### config.mk
export PLATFORM = sky130hd
export DESIGN_NAME = sorted_array_insert_remove_core
export DESIGN_NICKNAME = d
export VERILOG_FILES = /design/src/hdl/sai_pkg.sv /design/src/hdl/sai_cell.sv /design/src/hdl/sorted_array_insert_remove_core.sv
export VERILOG_INCLUDE_DIRS = /design/src /design/src/hdl
export SDC_FILE = /design/constraint.sdc
export NUM_CORES = 2
export LEC_CHECK = 0
export BUFFER_PORTS_ARGS = -buffer_cell sky130_fd_sc_hd__buf_2
export CORE_MARGIN = 2
export CORE_UTILIZATION = 59
export DETAILED_ROUTE_END_ITERATION = 8
export GPL_ROUTABILITY_DRIVEN = 0
export PLACE_DENSITY = 0.79
export SETUP_SLACK_MARGIN = 0.5
export SLEW_MARGIN = 5
export SYNTH_ARGS = -nofsm -noshare
export SYNTH_HDL_FRONTEND = slang
export SYNTH_SLANG_ARGS = --single-unit
### constraint.sdc
create_clock -name clk_i -period 5.52 [get_ports clk_i]
set_clock_uncertainty 0.05 [all_clocks]
set_input_delay 1.104 -clock clk_i [delete_from_list [all_inputs] [get_ports clk_i]]
set_output_delay 1.104 -clock clk_i [all_outputs]
set_load 0.005 [all_outputs]
### src/hdl/sorted_array_insert_remove_core_macros.svh
// Assertion helpers for the sorted list core.
`ifndef SORTED_ARRAY_INSERT_REMOVE_CORE_MACROS_SVH
`define SORTED_ARRAY_INSERT_REMOVE_CORE_MACROS_SVH

// Property that must hold at every clock edge out of reset.
`define SAI_ASSERT(lbl, prop) \
  lbl: assert property (@(posedge clk_i) disable iff (!rst_ni) (prop)) \
    else $error("sorted list assertion failed");

// Condition in one cycle implies an outcome in the next.
`define SAI_ASSERT_NEXT(lbl, cond, outcome) \
  lbl: assert property (@(posedge clk_i) disable iff (!rst_ni) (cond) |=> (outcome)) \
    else $error("sorted list assertion failed");

`endif

### src/hdl/sai_pkg.sv
package sai_pkg;

  localparam int unsigned DEPTH_DEF     = 16;
  localparam int unsigned KEY_WIDTH_DEF = 32;
  localparam int unsigned KEY_IO_W      = 32;
  localparam int unsigned POS_W         = 4;
  localparam int unsigned CNT_W         = 5;
  localparam int unsigned CAP_W         = 5;
  localparam int unsigned CFG_IDX_W     = 1;
  localparam int unsigned CFG_DATA_W    = 5;
  localparam logic [CAP_W-1:0] CAP_RESET = 5'd16;

  typedef enum logic [1:0] {
    OP_INSERT = 2'd0,
    OP_READ   = 2'd1,
    OP_REMOVE = 2'd2
  } op_e;

  typedef enum logic [1:0] {
    ST_OK     = 2'd0,
    ST_FULL   = 2'd1,
    ST_BADPOS = 2'd2
  } status_e;

  typedef enum logic [CFG_IDX_W-1:0] {
    REG_ORDER    = 1'd0,
    REG_CAPACITY = 1'd1
  } cfg_reg_e;

  // Broadcast to every cell of the chain.
  typedef struct packed {
    logic             cmp;
    logic             ins;
    logic             rem;
    logic             desc;
    logic [POS_W-1:0] pos;
  } ctl_t;

endpackage

### src/hdl/sai_cell.sv
module sai_cell import sai_pkg::*; #(
  parameter int unsigned KEY_WIDTH = KEY_WIDTH_DEF,
  parameter int unsigned IDX       = 0
) (
  input  logic                 clk_i,
  input  logic                 rst_ni,
  input  ctl_t                 ctl_i,
  input  logic [KEY_WIDTH-1:0] new_key_i,
  input  logic                 occ_i,
  input  logic [KEY_WIDTH-1:0] left_key_i,
  input  logic [KEY_WIDTH-1:0] right_key_i,
  input  logic                 pass_i,
  output logic                 pass_o,
  output logic [KEY_WIDTH-1:0] key_o
);

  logic [KEY_WIDTH-1:0] key_q;
  logic                 before_q;
  logic                 ob;
  logic                 at_or_after;

  assign ob = ctl_i.desc ? (key_q > new_key_i) : (key_q < new_key_i);

  if (IDX >= (1 << POS_W)) begin : g_far
    assign at_or_after = 1'b1;
  end else begin : g_near
    assign at_or_after = ctl_i.pos <= POS_W'(IDX);
  end

  // Stays high while every cell up to here orders before the new key.
  assign pass_o = pass_i & before_q;
  assign key_o  = key_q;

  always_ff @(posedge clk_i or negedge rst_ni) begin
    if (!rst_ni) begin
      before_q <= 1'b0;
    end else if (ctl_i.cmp) begin
      before_q <= occ_i & ob;
    end
  end

  always_ff @(posedge clk_i) begin
    if (ctl_i.ins) begin
      if (!pass_i) begin
        key_q <= left_key_i;
      end else if (!before_q) begin
        key_q <= new_key_i;
      end
    end else if (ctl_i.rem && at_or_after) begin
      key_q <= right_key_i;
    end
  end

endmodule

### src/hdl/sorted_array_insert_remove_core.sv
// Sorted key list built as a chain of compare-and-shift cells.
// Input channel (in_valid_i/in_ready_o) carries opcode_i, key_in_i, position_i:
// insert a key, read the key at a position, or remove the key at a position.
// Output channel (out_valid_o/out_ready_i) returns key_out_o, status_o and
// count_o, one result per input transfer, in order.
// Config channel (cfg_valid_i/cfg_ready_o) writes order_descending (index 0)
// and capacity (index 1); it is always ready.
// Each item passes through a compare state and then an execute state. The
// compare state registers each cell's compare against the new key; the execute
// state resolves the insertion point along the chain and shifts all cells at
// once.
// The result sits in an output register; the next item is taken and compared
// while it waits. If the receiver stalls, the second item holds in its execute
// state until the output register frees, and no further item is taken.
// Reset empties the list (count 0), sets ascending order and capacity 16.
// Stored keys are not cleared; only positions below the count are visible.
`include "sorted_array_insert_remove_core_macros.svh"

module sorted_array_insert_remove_core import sai_pkg::*; #(
  parameter int unsigned DEPTH     = DEPTH_DEF,
  parameter int unsigned KEY_WIDTH = KEY_WIDTH_DEF
) (
  input  logic                  clk_i,
  input  logic                  rst_ni,
  input  logic                  in_valid_i,
  output logic                  in_ready_o,
  input  logic [1:0]            opcode_i,
  input  logic [KEY_IO_W-1:0]   key_in_i,
  input  logic [POS_W-1:0]      position_i,
  output logic                  out_valid_o,
  input  logic                  out_ready_i,
  output logic [KEY_IO_W-1:0]   key_out_o,
  output logic [1:0]            status_o,
  output logic [CNT_W-1:0]      count_o,
  input  logic                  cfg_valid_i,
  output logic                  cfg_ready_o,
  input  logic [CFG_IDX_W-1:0]  cfg_index_i,
  input  logic [CFG_DATA_W-1:0] cfg_data_i
);

  localparam int unsigned FW   = $clog2(DEPTH + 1);
  localparam int unsigned CMPW = (FW > CAP_W) ? FW : CAP_W;
  localparam int unsigned RD   = (DEPTH < (1 << POS_W)) ? DEPTH : (1 << POS_W);

  typedef enum logic [2:0] {
    S_IDLE = 3'b001,
    S_CMP  = 3'b010,
    S_EXEC = 3'b100
  } state_e;

  state_e               state_q, state_d;
  op_e                  op_q;
  logic [KEY_WIDTH-1:0] key_q;
  logic [POS_W-1:0]     pos_q;
  logic [FW-1:0]        fill_q, fill_d;
  logic                 desc_q;
  logic [CAP_W-1:0]     cap_q;
  logic                 out_valid_q;
  logic [KEY_IO_W-1:0]  key_out_q, key_out_d;
  status_e              status_q, status_d;
  logic [CNT_W-1:0]     count_q;

  logic                 in_xfer, commit, full, pos_bad, ins_ok, rem_ok;
  logic [KEY_WIDTH-1:0] read_key;
  logic [DEPTH-1:0]     occ;
  logic [DEPTH:0]       pass;
  logic [KEY_WIDTH-1:0] cell_key [DEPTH];
  ctl_t                 ctl;

  assign commit     = (state_q == S_EXEC) && (!out_valid_q || out_ready_i);
  assign in_ready_o = (state_q == S_IDLE) || commit;
  assign in_xfer    = in_valid_i && in_ready_o;
  assign cfg_ready_o = 1'b1;

  assign full    = (CMPW'(fill_q) >= CMPW'(cap_q)) || (fill_q >= FW'(DEPTH));
  assign pos_bad = CMPW'(pos_q) >= CMPW'(fill_q);
  assign ins_ok  = (op_q == OP_INSERT) && !full;
  assign rem_ok  = (op_q == OP_REMOVE) && !pos_bad;

  assign ctl.cmp  = (state_q == S_CMP);
  assign ctl.ins  = commit && ins_ok;
  assign ctl.rem  = commit && rem_ok;
  assign ctl.desc = desc_q;
  assign ctl.pos  = pos_q;

  assign pass[0] = 1'b1;

  for (genvar i = 0; i < DEPTH; i++) begin : g_cell
    assign occ[i] = FW'(i) < fill_q;
    sai_cell #(
      .KEY_WIDTH (KEY_WIDTH),
      .IDX       (i)
    ) u_cell (
      .clk_i       (clk_i),
      .rst_ni      (rst_ni),
      .ctl_i       (ctl),
      .new_key_i   (key_q),
      .occ_i       (occ[i]),
      .left_key_i  ((i == 0) ? key_q : cell_key[(i == 0) ? 0 : i - 1]),
      .right_key_i (cell_key[(i == DEPTH - 1) ? i : i + 1]),
      .pass_i      (pass[i]),
      .pass_o      (pass[i+1]),
      .key_o       (cell_key[i])
    );
  end

  always_comb begin
    read_key = '0;
    for (int i = 0; i < RD; i++) begin
      if (pos_q == POS_W'(i)) begin
        read_key = cell_key[i];
      end
    end
  end

  always_comb begin
    state_d = state_q;
    case (state_q)
      S_IDLE: if (in_xfer) state_d = S_CMP;
      S_CMP:  state_d = S_EXEC;
      S_EXEC: begin
        if (commit) begin
          state_d = in_xfer ? S_CMP : S_IDLE;
        end
      end
      default: state_d = S_IDLE;
    endcase
  end

  always_comb begin
    fill_d    = fill_q;
    key_out_d = '0;
    status_d  = ST_OK;
    case (op_q)
      OP_INSERT: begin
        if (full) begin
          status_d = ST_FULL;
        end else begin
          fill_d = fill_q + 1'b1;
        end
      end
      OP_READ: begin
        if (pos_bad) begin
          status_d = ST_BADPOS;
        end else begin
          key_out_d = KEY_IO_W'(read_key);
        end
      end
      OP_REMOVE: begin
        if (pos_bad) begin
          status_d = ST_BADPOS;
        end else begin
          fill_d = fill_q - 1'b1;
        end
      end
      default: ;
    endcase
  end

  always_ff @(posedge clk_i or negedge rst_ni) begin
    if (!rst_ni) begin
      state_q     <= S_IDLE;
      fill_q      <= '0;
      desc_q      <= 1'b0;
      cap_q       <= CAP_RESET;
      out_valid_q <= 1'b0;
    end else begin
      state_q <= state_d;
      if (commit) begin
        fill_q <= fill_d;
      end
      if (commit) begin
        out_valid_q <= 1'b1;
      end else if (out_ready_i) begin
        out_valid_q <= 1'b0;
      end
      if (cfg_valid_i) begin
        case (cfg_index_i)
          REG_ORDER:    desc_q <= cfg_data_i[0];
          REG_CAPACITY: cap_q  <= CAP_W'(cfg_data_i);
          default: ;
        endcase
      end
    end
  end

  always_ff @(posedge clk_i) begin
    if (in_xfer) begin
      op_q  <= op_e'(opcode_i);
      key_q <= KEY_WIDTH'(key_in_i);
      pos_q <= position_i;
    end
    if (commit) begin
      key_out_q <= key_out_d;
      status_q  <= status_d;
      count_q   <= CNT_W'(fill_d);
    end
  end

  assign out_valid_o = out_valid_q;
  assign key_out_o   = key_out_q;
  assign status_o    = status_q;
  assign count_o     = count_q;

  `SAI_ASSERT(a_state_onehot, $onehot(state_q))
  `SAI_ASSERT(a_fill_bound, fill_q <= FW'(DEPTH))
  `SAI_ASSERT_NEXT(a_take_starts_cmp, in_xfer, state_q == S_CMP)
  `SAI_ASSERT_NEXT(a_ins_grows, commit && ins_ok, fill_q == $past(fill_q) + 1'b1)
  `SAI_ASSERT_NEXT(a_full_holds, commit && (op_q == OP_INSERT) && full,
                   (fill_q == $past(fill_q)) && (status_q == ST_FULL))

endmodule

==> results.yml <==
drt:
  antenna_left: 0
  wire_per_inst_um: 26.27
  drc: 2
  drtPass1Iterations: 9
  vias: 41400
  routed_via_density: 6.987
  dr.first_iter.drc_count: 7493
  drt-total-wl_mm: 155.7
grt:
  track_usage_pct: 37.42
  grt_max_degree: 231
  antenna_found_initial: 3
  grt_pass1_vias: 38960
  overflow: 0
  top_usage_layer: "met2"
  use_met1_pct: 50.90
  use_met3_pct: 9.936
  grt_pass1_wl_mm: 233.7
  met2_usage_pct: 53.98
synth:
  syn-num-nets: 5465
  synth_cells: 4888
  async_flop_share_pct: 5.000
  netlist_area_um2: 46330
  synth_seq_cells: 620
  syn_area_per_cell_um2: 9.478
  synth_cell_types: 80
  yosys_warnings: 0
  synth-edff-count: 589
  yosysSeqAreaShare_pct: 39.86
  ys.flop_type: "edfxtp_1"
cts:
  cts_setup_buffers: 0
  h-tree-depth: 3
  cts_tree: "yes"
  cts_resized: 0
  cts_buffers: 72
  root_buffer: "clkbuf_16"
  clock-sinks: 620
  worstSkewPairLatency_ps: 660
  holdBufCountCts: 0
  clk_path_buf_depth: 3
  clkSlewWorstSetupHoldPaths_ps: 60
cells_and_area:
  fin_nets: 5410
  fin_cells: 5925
  fin_util_pct: 64.46
  drive_gt1_share_pct: 8.640
  syn2layout_area_growth_pct: 7.959
  n_fill_cell: 6292
  final_area_um2: 50020
pwr:
  p_int_uw: 9852
  switching_share_pct: 37.94
  pwr-share-comb_pct: 32.8
  p_per_area_nw_per_um2: 317.4
  clkPwrFrac_pct: 29.8
  p_leak_uw: 0.02035
  p_seq_share_pct: 37.4
  switchingPower_uw: 6023
  ir_drop_mv: 0.2935
run_status:
  violations: "design-rule violations, max-capacitance violations, max-slew violations"
  status: "complete, but fails checks"
place:
  dp_hpwl_mm: 112.9
  dp_cells: 5799
  port_buffers: 89
  placed_cell_area_um2: 47800
timing:
  hold_viol_final: 0
  period_share_pct: 78.52
  holdWs_ps: 460.0
  max_freq_mhz: 230.7
  finalSetupViolCount: 0
  drv_slew: 1
  fin_setup_tns_ps: 0
  fin_crit_ps: 4334
  tightestPinTransition_ps: 1486
  rsz0062_at_grt: "no"
  maxSlewHeadroom_pct: -0.09332
hold_path:
  worstHoldEndpoint: "g_cell[8].u_cell.before_q"
  whs_path_depth: 1
  hp-class: "reg2reg"
  hp-start: "g_cell[8].u_cell.before_q"
die:
  initial_utilization_pct: 59.71
  die-area_um2: 80780
  core_area_um2: 77590
  die_h_um: 284.2
  rows: 102
  io_pins: 91
  fp.dieW_um: 284.2
critical_path:
  required_ps: 5790
  reg2regPathDepth: 9
  worstReg2RegStart: "fill_q[2]"
  critical_path_arrival_ps: 4610
  worst_r2r_endpoint: "g_cell[14].u_cell.key_o[4]"
  end_kind: "flip-flop"
  reg2reg_slack_ps: 1190
  path_class: "reg2reg"
  critPathMaxFanout: 18
  start_kind: "flip-flop"
run:
  max_cap_viol_count: 1
how the worst max path moves through the flow:
stage	startpoint	to	depth (start not counted)
2_1_floorplan	fill_q[0]	g_cell[0].u_cell.key_o[0]	12
3_3_place_gp	pos_q[0]	g_cell[14].u_cell.key_o[0]	11
3_5_place_dp	pos_q[0]	g_cell[14].u_cell.key_o[4]	11
4_1_cts	pos_q[0]	g_cell[14].u_cell.key_o[4]	11
5_1_grt	fill_q[0]	g_cell[15].u_cell.key_o[24]	10
6_report	fill_q[2]	g_cell[14].u_cell.key_o[4]	9
cell type report:
cell class                 count  area, um2  area share [%]
multi-input combinational   3862      26430           52.85
sequential                   620      18470           36.92
clock buffer                  97       2012           4.023
tap                         1040       1301           2.602
timing repair buffer         195       1291           2.582
inverter                      82      307.8          0.6154
clock inverter                28      202.7          0.4053
antenna                        1      2.502        0.005003
critical path, stage by stage (launching register included):
cell and delay [ps]:
dfrtp_1 620, clkinv_1 350, ha_1 390, a21o_1 190
a31o_2 290, nor2_1 120, buf_4 150, nand2_1 600
o22ai_4 860, buf_4 380
cell usage in the layout, fill, tap and decap left out, drive strengths merged, types with 32 or more instances in the layout:
master	netlist	layout
nand3	63	63
o211ai	32	32
a21o	54	54
inv	80	81
a31oi	67	67
a22oi	36	36
a21oi	391	391
nor2b	38	38
a211oi	41	41
mux2	57	57
o22ai	51	51
nor2	324	324
nor3	60	60
nand4	87	87
clkbuf	215	97
mux2i	350	350
nand2	696	696
edfxtp	589	589
buf	109	195
ha	528	528
o21ai	639	639
synthesized netlist by cell type (63+ instances only):
library cell	instances	area share (%)
inv_1	80	0.65
nand2_1	695	5.6
o21ai_0	604	6.5
a21oi_1	391	4.2
ha_1	528	14
a31oi_1	67	0.90
buf_2	84	0.91
nor2_1	323	2.6
nand3_1	63	0.68
clkbuf_1	215	1.7
mux2i_1	350	7.6
edfxtp_1	589	38
nand4_1	87	1.2
registers in the layout, indices dropped and copies added (netlist names), 3 cells and up:
register and cells:
g_cell.u_cell.before_q 16, cap_q 5, state_q 3, fill_q 5, g_cell.u_cell.key_o 512, pos_q 4, count_o 5, key_q 32
key_out_o 32
per-stage QoR:
| stage | total power (uW) | setup WS [ps] |
|---|---|---|
| 2_1_floorplan | 8994 | 221.0 |
| 3_3_place_gp | 10730 | 1417 |
| 3_5_place_dp | 10910 | 1375 |
| 4_1_cts | 15570 | 1385 |
| 5_1_grt | 16360 | 1149 |
| 6_report | 15880 | 1186 |
layer usage:
layer / vias up / wire (um) / part of all wire (%)
met2: 3215 / 64320 / 41
li1: 18340 / - / -
met5: - / 110 / 0.071
met3: 582 / 23380 / 15
met1: 19260 / 58140 / 37
met4: 6 / 9703 / 6.2
power by group through the flow:
stage | combinational, uW | clock, uW | sequential (uW)
after global placement | 4770 | 0 | 5950
after global routing | 5550 | 4890 | 5930
after CTS | 4970 | 4720 | 5880
after detailed placement | 4930 | 0 | 5970
after floorplan | 3360 | 0 | 5630
final | 5210 | 4730 | 5930
cells by family (layout without fill, tap and decap cells):
kind of cell | after synthesis | in the layout | synth area share (%)
AOI/OAI and AO/OA | 1513 | 1513 | 19.19
and+or+nand+nor | 1390 | 1390 | 13.06
DFF | 620 | 620 | 39.86
adders and majority gates | 528 | 528 | 14.26
muxes | 428 | 428 | 9.968
buffers and inverters | 406 | 402 | 3.614
xor gates and xnor gates | 2 | 2 | 0.03782
other | 1 | 2 | 0.008094
Power figures use the tool's default switching activity.
